<file path="src/rtl/ctt_pkg.sv">
package ctt_pkg;

    localparam int FLOW_ENTRIES_DEF = 1024;
    localparam int QUEUE_DEPTH_DEF  = 2;

    localparam logic [7:0] PROTO_TCP  = 8'd6;
    localparam logic [7:0] PROTO_UDP  = 8'd17;
    localparam logic [7:0] PROTO_ICMP = 8'd1;
    localparam logic [7:0] ICMP_ECHO_REQ = 8'd8;
    localparam logic [7:0] ICMP_ECHO_REP = 8'd0;

    localparam logic [2:0] OUT_IGNORED   = 3'd0;
    localparam logic [2:0] OUT_INSERTED  = 3'd1;
    localparam logic [2:0] OUT_REFRESHED = 3'd2;
    localparam logic [2:0] OUT_FULL      = 3'd3;
    localparam logic [2:0] OUT_HIT       = 3'd4;
    localparam logic [2:0] OUT_MISS      = 3'd5;
    localparam logic [2:0] OUT_EXPIRED   = 3'd6;

    localparam logic [1:0] FS_NONE = 2'd0;
    localparam logic [1:0] FS_NEW  = 2'd1;
    localparam logic [1:0] FS_EST  = 2'd2;

    localparam logic [2:0] CFG_ENABLED   = 3'd0;
    localparam logic [2:0] CFG_TCP_EST   = 3'd1;
    localparam logic [2:0] CFG_TCP_NEW   = 3'd2;
    localparam logic [2:0] CFG_UDP       = 3'd3;
    localparam logic [2:0] CFG_OTHER     = 3'd4;
    localparam logic [2:0] CFG_MAX_AGE   = 3'd5;

    localparam logic [63:0] TCP_EST_RST = 64'd300000000000;
    localparam logic [63:0] TCP_NEW_RST = 64'd30000000000;
    localparam logic [63:0] UDP_RST     = 64'd120000000000;
    localparam logic [63:0] OTHER_RST   = 64'd30000000000;

    typedef enum logic [1:0] {
        KIND_IGNORE,
        KIND_MISS,
        KIND_EGRESS,
        KIND_INGRESS
    } kind_t;

    typedef struct packed {
        kind_t       kind;
        logic [63:0] addrs;
        logic [39:0] ppp;
        logic [7:0]  proto;
        logic        est;
        logic [63:0] now;
    } item_t;

    typedef struct packed {
        logic        valid;
        logic [63:0] addrs;
        logic [39:0] ppp;
        logic [63:0] seen_ns;
        logic [63:0] created;
        logic        est;
    } entry_t;

    typedef struct packed {
        logic        enabled;
        logic [63:0] tcp_est;
        logic [63:0] tcp_new;
        logic [63:0] udp;
        logic [63:0] other;
        logic [63:0] max_age;
    } cfg_t;

    typedef struct packed {
        logic clearing;
    } back_status_t;

endpackage

</file>
<file path="src/rtl/ctt_front.sv">
module ctt_front (
    input  logic          enabled,
    input  logic          func,
    input  logic [31:0]   src_addr,
    input  logic [31:0]   dst_addr,
    input  logic [15:0]   src_port,
    input  logic [15:0]   dst_port,
    input  logic [7:0]    protocol,
    input  logic          tcp_ack,
    input  logic [7:0]    icmp_kind,
    input  logic [15:0]   icmp_echo_id,
    input  logic [63:0]   now_ns,
    output ctt_pkg::item_t item
);

    logic [15:0] lport;
    logic [15:0] rport;

    always_comb
    begin
        lport = 16'd0;
        rport = 16'd0;
        item.kind = func ? ctt_pkg::KIND_INGRESS : ctt_pkg::KIND_EGRESS;
        if (protocol == ctt_pkg::PROTO_TCP || protocol == ctt_pkg::PROTO_UDP)
        begin
            lport = func ? dst_port : src_port;
            rport = func ? src_port : dst_port;
        end
        else if (protocol == ctt_pkg::PROTO_ICMP)
        begin
            lport = icmp_echo_id;
            // only echo traffic is tracked
            if (!func && icmp_kind != ctt_pkg::ICMP_ECHO_REQ)
            begin
                item.kind = ctt_pkg::KIND_IGNORE;
            end
            if (func && icmp_kind != ctt_pkg::ICMP_ECHO_REP)
            begin
                item.kind = ctt_pkg::KIND_MISS;
            end
        end
        if (!enabled)
        begin
            item.kind = ctt_pkg::KIND_IGNORE;
        end
        item.addrs = func ? {dst_addr, src_addr} : {src_addr, dst_addr};
        item.ppp   = {lport, rport, protocol};
        item.proto = protocol;
        item.est   = !func && protocol == ctt_pkg::PROTO_TCP && tcp_ack;
        item.now   = now_ns;
    end

endmodule

</file>
<file path="config.mk">
export PLATFORM = sky130hd
export DESIGN_NAME = ctt_front
export DESIGN_NICKNAME = d
export VERILOG_FILES = /design/src/rtl/ctt_pkg.sv /design/src/rtl/ctt_front.sv
export SDC_FILE = /design/constraint.sdc
export NUM_CORES = 1
export LEC_CHECK = 0
export ABC_CLOCK_PERIOD_IN_PS = 2100
export BUFFER_PORTS_ARGS = -buffer_cell sky130_fd_sc_hd__buf_2
export CAP_MARGIN = 20
export CELL_PAD_IN_SITES_DETAIL_PLACEMENT = 1
export CELL_PAD_IN_SITES_GLOBAL_PLACEMENT = 2
export CORE_AREA = 4 4 143 145
export DETAILED_ROUTE_END_ITERATION = 10
export DIE_AREA = 0 0 147 149
export GPL_TIMING_DRIVEN = 0
export PLACE_DENSITY_LB_ADDON = 0.1
export SYNTH_ARGS = -nofsm -noshare
export SYNTH_HDL_FRONTEND = slang
export SYNTH_SLANG_ARGS = --single-unit
export TNS_END_PERCENT = 30
</file>
<file path="constraint.sdc">
create_clock -name vclk -period 2.1
set_input_delay 0.315 -clock vclk [all_inputs]
set_output_delay 0.315 -clock vclk [all_outputs]
set_load 0.05 [all_outputs]
</file>
# Word-level counts from Yosys, hierarchy flattened
# Index checks and enable logic that the tools add are counted.
# totals
regBits	0
in_bits	195
wordCells	23
# classes
n_eq_ne	4
mux	12
reduce_logical	7
# op_table
operator	count
two-way mux 16 bit	5
two-way mux 64 bit	1
two-way mux 2 bit	5
== test 8 x 1 -> 1 bit, second input constant	1
== test 8 x 3 -> 1 bit, second input constant	1
== test 8 x 5 -> 1 bit, second input constant	1
!= test 8 x 4 -> 1 bit, second input constant	1
nonzero test 8 bit	1
logical AND 1 bit	4
zero test 1 bit	1
logical OR 1 bit	1
two-way mux 1 bit	1

# Depth between registers and ports, before layout
# logic_depth
word_depth	7
depth_mapped	6
depth_no_buf	3

# Least setup slack after synthesis
# No wires, ideal clock.
# synth_timing
path_type	in2out
from	in protocol[1]
to	out item[108] (netlist bit)
arrival_time_ns	2.162
slack_ns	-0.377
stages	4
path_buffers	1
path_cell_list	nor4b_4 > buf_6 > nand2_2 > a211oi_1
# synth_lines
element	line_no	text
from (decl)	ctt_front.sv:8	input logic [7:0] protocol,
to (decl)	ctt_front.sv:13	output ctt_pkg::item_t item

==> impl_results.md <==
- Crit share post-route: 96.83%
- Peak VDD IR: 110.4 uV
- Register Area: 0 sq um
- Final ANT Viol Nets: 0
- Critical Path AT: 1.72 ns
- First-pass GRT wire length: 21.58 mm
- Slowest cell on the critical path: buf_2
- Clock power frac: 0%
- Mapped cell area: 2494 sq um
- Cells after synthesis: 279
- Die Width: 147 um
- DR vias/cell: 3.836
- Row cnt: 51
- Lkg Pwr: 0.002347 uW
- Hold Crit Class: primary input to output port
- Syn nets: 474
- Sequential share of the synthesized area: 0%
- Die ar.: 21900 sq um
- F_max: 491.8 MHz
- Initial antenna violation count: 4
- Worst path bufs/invs: 4
- Fill count: 2394
- Final Max Tran Viols: 0
- Effective utilization at floorplan: 12.98%
- Core Util, Final: 23.18%
- Avg Inst Size Synth: 8.938 sq um
- Nets@finish: 785
- Die height: 149 um
- CP delay by family, top: buffers and inverters
- Rel. slew slack: 48.32%
- # IOs: 374
- Part of the power in registers: 0%
- Cells along the critical path: buf_2 -> nor4b_4 -> buf_4 -> buf_6 -> a221oi_2 -> a211oi_2 -> buf_2
- Combinational share of power: 100.0%
- Req. time, crit path: 1.78 ns
- Clock buffer count: 0
- Total wire length: 15.25 mm
- Residual DRC count: 0
- Critical Path Start Type: primary input
- Fin. Hold Viols: 0
- Most common cell after layout, fill and taps aside: buf_2
- Core Area: 19210 sq um
- Ys Warns: 0
- Cell Int Power: 477.3 uW
- Routability cong.: 0.7754
- Vias in the first global route: 3521
- Total power: 1465 uW
- Most frequent CP cell: buf_2
- Worst slew pin tran: 0.7752 ns
- Wire per inst: 17.84 um
- Distinct cell type count after synthesis: 27
- Setup Viol. Count Final: 0
- Non-Filler Instances: 855
- Most frequent cells in the layout: buf_2, buf_4, mux2_2
- Placed Area: 4372 sq um
- Placed Cells: 852
- CP peak stage delay: 0.30 ns
- Run status: completed
- FFs & Latches: 0
- Fin Setup TNS: 0 ns
- PD cells: 329.1 nW/um^2
- Max-Cap Viols: 0
- Maximum fanout along the worst path: 10
- DR vias: 3280
- Largest net degree at the start of global routing: 11
- Design Area, Final: 4453 sq um
- Iteration-0 DRC Markers: 20
- Detailed-placement wirelength estimate: 13.62 mm
- Crit path kind: primary input to output port
- Switching power share of the total: 67.42%
- Unrepaired setup endpoints after global routing: false
- Total grt overflow: 0
- Switching pwr: 988.0 uW
- Tot GR Track Use: 12.40%
- Fin crit period: 2.034 ns
- Crit end category: output port
- Hold Buf Count CTS: 0
- Area Overhead vs Synth: 78.57%
- Drt pass-1 iters: 3
- Layout cells sized above 1: 89.29%
- PortBufs: 308
timing repair:
action / in CTS / in global routing
resized for setup: 13 / 7
setup endpoints to repair: 27 / 15
pin swaps: 1 / 1
buffers inserted: 2 / 0
final cells by class:
type,count,area [sq um],share of cell area (%)
plain buffers,102,770.7,17.31
multi-input cells,175,1758,39.48
diodes,2,5.005,0.1124
well taps,265,331.6,7.446
inverters,1,3.754,0.08429
repair buffers,310,1584,35.57
power by group through the flow:
stage	registers, uW	clock network [uW]	logic (uW)
global placement	0	0	1470
CTS	0	0	1480
finish	0	0.000127	1470
global route	0	0.000127	1540
detailed placement	0	0	1470
floorplan	0	0	1080
Yosys cell counts:
cell | count | area share [%]
nor4_1 | 2 | 0.50
xor2_1 | 1 | 0.35
buf_6 | 5 | 2.3
nor2_1 | 17 | 2.6
a221oi_1 | 4 | 1.4
o21ai_2 | 1 | 0.35
or3_1 | 1 | 0.25
a211oi_1 | 3 | 0.90
buf_2 | 7 | 1.4
and4b_1 | 1 | 0.40
buf_4 | 89 | 27
nand3_1 | 1 | 0.20
nand2_2 | 3 | 0.75
nand2_1 | 13 | 2.0
a31oi_1 | 1 | 0.25
inv_1 | 1 | 0.15
a211oi_2 | 13 | 6.5
and4bb_2 | 2 | 1.0
mux2_2 | 78 | 35
nor4b_4 | 1 | 0.95
mux2_1 | 2 | 0.90
nor3_1 | 1 | 0.20
mux2i_1 | 16 | 6.4
clkbuf_1 | 2 | 0.30
and4bb_1 | 1 | 0.50
a221oi_2 | 12 | 7.2
and2_1 | 1 | 0.25
routing by layer:
layer  track usage [%]  vias up  wire [um]
li1                  -     1557          -
met1             12.94     1520       5207
met2             25.17      195       8333
met3             4.011        8       1590
met4            0.6058        0        117
met5                 0        -          0
per-stage QoR:
step	worst slack [ns]	hold WS (ns)
2_1_floorplan	-0.3768	0.7971
3_3_place_gp	-0.1130	0.9334
3_5_place_dp	-0.1339	0.9332
4_1_cts	0.006700	0.9333
5_1_grt	0.001468	0.9358
6_report	0.06648	0.9327
cell families after synthesis:
family	share of synthesized area [%]
AOI/OAI and AO/OA	16.66
and+or+nand+nor	9.533
buffers and inverters	30.91
muxes	42.55
xor gates and xnor gates	0.3513
path summary, 6_finish.rpt:
path                   startpoint       end  cells past startpoint
worst min-delay path   now_ns[58]  item[58]                      2
worst max-delay path  protocol[2]  item[97]                      7
(Power assumes the default switching activity.)
