<file path="src/rtl/ctt_pkg.sv">
package ctt_pkg;

    localparam int FLOW_ENTRIES_DEF = 1024;
    localparam int QUEUE_DEPTH_DEF  = 2;

    localparam logic [7:0] PROTO_TCP  = 8'd6;
    localparam logic [7:0] PROTO_UDP  = 8'd17;
    localparam logic [7:0] PROTO_ICMP = 8'd1;
    localparam logic [7:0] ICMP_ECHO_REQ = 8'd8;
    localparam logic [7:0] ICMP_ECHO_REP = 8'd0;

    localparam logic [2:0] OUT_IGNORED   = 3'd0;
    localparam logic [2:0] OUT_INSERTED  = 3'd1;
    localparam logic [2:0] OUT_REFRESHED = 3'd2;
    localparam logic [2:0] OUT_FULL      = 3'd3;
    localparam logic [2:0] OUT_HIT       = 3'd4;
    localparam logic [2:0] OUT_MISS      = 3'd5;
    localparam logic [2:0] OUT_EXPIRED   = 3'd6;

    localparam logic [1:0] FS_NONE = 2'd0;
    localparam logic [1:0] FS_NEW  = 2'd1;
    localparam logic [1:0] FS_EST  = 2'd2;

    localparam logic [2:0] CFG_ENABLED   = 3'd0;
    localparam logic [2:0] CFG_TCP_EST   = 3'd1;
    localparam logic [2:0] CFG_TCP_NEW   = 3'd2;
    localparam logic [2:0] CFG_UDP       = 3'd3;
    localparam logic [2:0] CFG_OTHER     = 3'd4;
    localparam logic [2:0] CFG_MAX_AGE   = 3'd5;

    localparam logic [63:0] TCP_EST_RST = 64'd300000000000;
    localparam logic [63:0] TCP_NEW_RST = 64'd30000000000;
    localparam logic [63:0] UDP_RST     = 64'd120000000000;
    localparam logic [63:0] OTHER_RST   = 64'd30000000000;

    typedef enum logic [1:0] {
        KIND_IGNORE,
        KIND_MISS,
        KIND_EGRESS,
        KIND_INGRESS
    } kind_t;

    typedef struct packed {
        kind_t       kind;
        logic [63:0] addrs;
        logic [39:0] ppp;
        logic [7:0]  proto;
        logic        est;
        logic [63:0] now;
    } item_t;

    typedef struct packed {
        logic        valid;
        logic [63:0] addrs;
        logic [39:0] ppp;
        logic [63:0] seen_ns;
        logic [63:0] created;
        logic        est;
    } entry_t;

    typedef struct packed {
        logic        enabled;
        logic [63:0] tcp_est;
        logic [63:0] tcp_new;
        logic [63:0] udp;
        logic [63:0] other;
        logic [63:0] max_age;
    } cfg_t;

    typedef struct packed {
        logic clearing;
    } back_status_t;

endpackage

</file>
<file path="src/rtl/ctt_queue.sv">
module ctt_queue #(
    parameter int DEPTH = ctt_pkg::QUEUE_DEPTH_DEF
) (
    input  logic           clk,
    input  logic           rst_n,
    input  logic           push,
    input  ctt_pkg::item_t push_item,
    input  logic           pop,
    output logic           full,
    output logic           avail,
    output ctt_pkg::item_t head
);

    localparam int PW = (DEPTH > 1) ? $clog2(DEPTH) : 1;
    localparam int CW = $clog2(DEPTH + 1);

    ctt_pkg::item_t mem_reg [DEPTH];
    logic [PW-1:0] wptr_reg;
    logic [PW-1:0] rptr_reg;
    logic [CW-1:0] cnt_reg;

    assign full  = cnt_reg == CW'(DEPTH);
    assign avail = cnt_reg != '0;
    assign head  = mem_reg[rptr_reg];

    always_ff @(posedge clk)
    begin
        if (push)
        begin
            mem_reg[wptr_reg] <= push_item;
        end
    end

    always_ff @(posedge clk or negedge rst_n)
    begin
        if (!rst_n)
        begin
            wptr_reg <= '0;
            rptr_reg <= '0;
            cnt_reg  <= '0;
        end
        else
        begin
            if (push)
            begin
                wptr_reg <= (wptr_reg == PW'(DEPTH - 1)) ? '0 : wptr_reg + 1'b1;
            end
            if (pop)
            begin
                rptr_reg <= (rptr_reg == PW'(DEPTH - 1)) ? '0 : rptr_reg + 1'b1;
            end
            if (push && !pop)
            begin
                cnt_reg <= cnt_reg + 1'b1;
            end
            else if (pop && !push)
            begin
                cnt_reg <= cnt_reg - 1'b1;
            end
        end
    end

endmodule

</file>
<file path="config.mk">
export PLATFORM = sky130hd
export DESIGN_NAME = ctt_queue
export DESIGN_NICKNAME = d
export VERILOG_FILES = /design/src/rtl/ctt_pkg.sv /design/src/rtl/ctt_queue.sv
export SDC_FILE = /design/constraint.sdc
export NUM_CORES = 1
export LEC_CHECK = 0
export ABC_AREA = 1
export BUFFER_PORTS_ARGS = -buffer_cell sky130_fd_sc_hd__buf_4
export CORE_ASPECT_RATIO = 2
export CORE_MARGIN = 1
export CORE_UTILIZATION = 40
export CTS_BUF_LIST = sky130_fd_sc_hd__clkbuf_2
export DETAILED_ROUTE_END_ITERATION = 10
export GPL_TIMING_DRIVEN = 0
export PLACE_DENSITY = 0.64
export SYNTH_ARGS = -nofsm -noshare
export SYNTH_HDL_FRONTEND = slang
export SYNTH_SLANG_ARGS = --single-unit
</file>
<file path="constraint.sdc">
create_clock -name clk -period 10.2 [get_ports clk]
set_input_delay 0.51 -clock clk [delete_from_list [all_inputs] [get_ports clk]]
set_output_delay 0.51 -clock clk [all_outputs]
set_load 0.05 [all_outputs]
</file>
=== After elaboration in Yosys (flattened, before gate mapping) ===
Memory sizes are Yosys's and may differ from the RTL's.
Cells that the tools add are included.

* Output and inout port bits: 181
* Logic and storage cells: 21
* Register bits after elaboration: 4
* Bits in writable memories: 358
* Memories kept: 1
* Input port bits: 183

* Equal/unequal tests: 1
* Reductions and logical operators: 6
* $add $sub $neg: 4
* Muxes and demuxes: 6

{| class="wikitable"
|+ Memory list
! memory !! depth !! width !! rd ports !! clocked after memory_dff !! write ports !! line !! RTL
|-
| mem_reg || 2 || 179 || 1 || 0 || 1 || ctt_queue.sv:17 || <nowiki>ctt_pkg::item_t mem_reg [DEPTH];</nowiki>
|}

{| class="wikitable"
|+ Operators with widths
! cell !! count
|-
| 1-bit 2-to-1 mux || 4
|-
| 2-bit 2-to-1 mux || 2
|-
| 2-bit nonzero test || 2
|-
| 1-bit adder, second input constant || 2
|-
| 2-bit by 1-bit adder with 2-bit output, second input constant || 1
|-
| 2-bit equality test, second input constant || 1
|-
| 1-bit logical AND || 2
|-
| 1-bit zero test || 2
|-
| 2-bit by 1-bit subtractor with 2-bit output, second input constant || 1
|}

=== Longest topological paths before layout ===
* Word-level depth: 4
* Gate-level depth with buffers: 7

=== Worst setup path before layout ===
No wires, ideal clock.

* Kind: input to register
* Start point: input port push
* End point: memory mem_reg[0][0] in the netlist's numbering, enable pin
* Stages on the path: 2
* Data required time: 9.474 ns
* Setup time: 0.726 ns
* Arrival: 8.031 ns
* Path slack: 1.443 ns
* Path through: inv_1 -> nor2_1

* Cells in the longest elaborated chain, start to end: 2

{| class="wikitable"
|+ RTL lines
! element !! line !! RTL
|-
| from (decl) || ctt_queue.sv:6 || <nowiki>input logic push,</nowiki>
|-
| 1-bit 2-to-1 mux || ctt_queue.sv:28 || <nowiki>if (push)</nowiki>
|-
| 1-bit 2-to-1 mux (not written as such) || ctt_queue.sv:30 || <nowiki>mem_reg[wptr_reg] <= push_item;</nowiki>
|-
| to (decl) || ctt_queue.sv:17 ||
|}

No other way between the ends.

==> metrics <==
Synth cell types=14; crit path DAT=2.33 ns; First DRT Iteration DRCs=253; Max IR drop VDD=0.163 mV; most numerous cell in the Yosys netlist=edfxtp_1; CTS Buf Count=78; area grow syn2layout=44.0%; area leader, netlist=edfxtp_1; GR Util All Layers=18.0%; WL final=approximately 30 mm; Final HPWL DP=20.6 mm; Synth Area in Simple Gates=0.305%; layout cells sized above 1=54.1%; Port Buf Inserts=363; ys async rst share=1.10%; initial antenna violation count=3; pwr dens=287 nW/um^2; min cycle time layout=2.84 ns; Inst Count DP=around 1400; first-pass GRT wire length=46.2 mm; largest net degree at the start of global routing=between 100 and 150; ANT nets after route=0; via count=7729; HP Class=in2reg; top area cells in the synthesized netlist=edfxtp_1 79%, mux2_4 11%, mux2_2 6.6%; static leakage=between 0.007 and 0.008 uW; Post-Synthesis Cells=~580; clk_skew=0.0661 ns; crit path kind=reg2out; Vert. Die Dim=262 microns; CTS sink cnt=362; top_reg_cell synth=edfxtp_1; Pre-Repair DR Iteration Count=4; final hold violations=0; vias in the first global route=8750; compound-gate portion of the synthesized area=0%; Relative slew margins=44.6%; WHS=0.322 ns; startpoint types=register; Avg WL per Cell=18.1 microns; initial core utilization=40.9%; Die Area=34600 sq um; RSZ-0062 raised after global routing=false; CTS tree=done; Fmax=0.352 GHz; synth cell count leaders=358 x edfxtp_1, 100 x mux2_4, 79 x mux2_2; Root Buffer=clkbuf_2; vias per cell=4.53; Flop pwr share=between 30% and 40%; number of fill cells in the layout=2545; DRC=0; Post-synth EDFFs=358; Rows=94; XOR/XNOR Fraction of Synth Area=0.194%; H-tree Lvls=3; Crit path required time=slightly below 10 ns; fin cells=1705; period utilisation layout=27.8%; Clock Tree Buf Depth=3; Synth Area in Adders=0.0925%; floorplan die width=~130 microns; Slew @ Worst Pin=0.830 ns; Syn Std Cell Area=roughly 14000 sq um; Max Cap Viol=0; Synth Warn #=0; max FFs per register=358; Clk pwr share=between 10% and 20%; gr ovfl total=0; main combinational cell family by area after synthesis=multiplexers; sw frac=about two fifths; syn avg cell area=23.2 sq um; Total Power=5600 uW; outcome=completed; Final setup viols=0; syn nets=about 770; register area share after synthesis=80.2%; Switch Pwr=2340 uW; Post-CTS Setup Bufs=0; Crit. End Element=primary output; RD Place Congestion=around 0.75; logic gate share of total power=48.7%; PostCTS Resize Cnt=0; Worst-Skew Late Latency=between 0.9 and 1 ns; Synth Register Bits=roughly 360; post-synth top area share=79.5%; Final Max Slew Viols=0; post-synthesis mux area share=17.7%; I/O pins=364; Final nets=around 1400; Core Footprint=approximately 33000 sq um; critical path fanouts, max=10; Internal Power=3260 uW; clock slew at reported path FFs=between 0.1 and 0.15 ns
==> stage by stage <==
step	setup TNS [ns]	cell area [sq um]	setup WS [ns]	util [%]
after floorplan	0	13500	1.44	-
after global placement	-619.28	16800	-3.48	50.8
after detailed placement	0	17000	7.80	51.3
after CTS	0	19500	7.13	58.9
after global routing	0	19500	7.15	58.9
final	0	19500	7.36	58.9
==> repair_timing <==
item | 4_1_cts | 5_1_grt
endpoints found under the hold margin | 366 | 0
endpoints found under the setup margin | 0 | 0
hold buffers | 183 | 0
==> critical path, stage by stage, from the launching register on <==
cell and delay, ns:
dfrtp_1 0.38, buf_6 0.15, buf_6 0.21, buf_6 0.21, mux2_4 0.31, buf_4 0.19
==> logic make-up (layout without fill, tap and decap cells) <==
logic type,after synthesis,in the layout
fa+ha+maj,1,1
mux,179,179
other cells,0,3
xor+xnor,3,3
simple gates,10,10
flops,362,362
buf+inv,27,715
==> path summary, 6_finish.rpt <==
path / from / cells past startpoint / to / slack (ns)
setup / recovery: rptr_reg$_DFFE_PN0P_ / 5 / head[111] / 7.36
hold / removal: push_item[161] / 2 / mem_reg[0][161]$_DFFE_PP_ / 0.32
setup reg to reg: wptr_reg$_DFFE_PN0P_ / 4 / mem_reg[0][110]$_DFFE_PP_ / 8.05
hold reg to reg: cnt_reg[1]$_DFFE_PN0P_ / 2 / cnt_reg[1]$_DFFE_PN0P_ / 0.49
max in group asynchronous: rst_n / 3 / cnt_reg[0]$_DFFE_PN0P_ / 9.47
min in group asynchronous: rst_n / 3 / rptr_reg$_DFFE_PN0P_ / 0.56
==> cell usage in the layout, fill, tap and decap left out, drive strengths merged, types with 2 or more instances in the layout <==
cell type,count
mux2,179
dfrtp,4
edfxtp,358
diode,3
nor2,2
inv,10
nand2,6
buf,390
clkinv,24
xor2,2
dlygate4sd3,183
clkbuf,107
==> routing by layer <==
layer  track usage (%)  vias to the layer above  wire length, microns
li1                  -                     3621                     -
met1              15.7                     3750                  9500
met2              35.9                      286                 18400
met3              4.69                       72                  1800
met4              10.5                        0                  1060
met5                 0                        -                     0
==> power groups by stage <==
stage                     registers, uW  logic, uW  clock network (uW)
after floorplan                    2120       1930                   0
after global placement             2180       2650                   0
after detailed placement           2070       2700                   0
after CTS                          2030       2760                 887
after global routing               2050       2840                 947
final                              2030       2730                 839
==> layout make-up <==
cell class | instances | area (sq um) | share of cell area [%]
well taps | 432 | 541 | 2.78
plain buffers | 20 | 175 | 0.900
flip-flops and latches | 362 | 10900 | 55.7
clock inverters | 28 | 138 | 0.707
diodes | 3 | 7.51 | 0.0386
repair buffers | 553 | 4710 | 24.2
clock buffers | 107 | 536 | 2.75
inverters | 7 | 33.8 | 0.173
multi-input cells | 193 | 2480 | 12.7
Power figures use the tool's default switching activity.
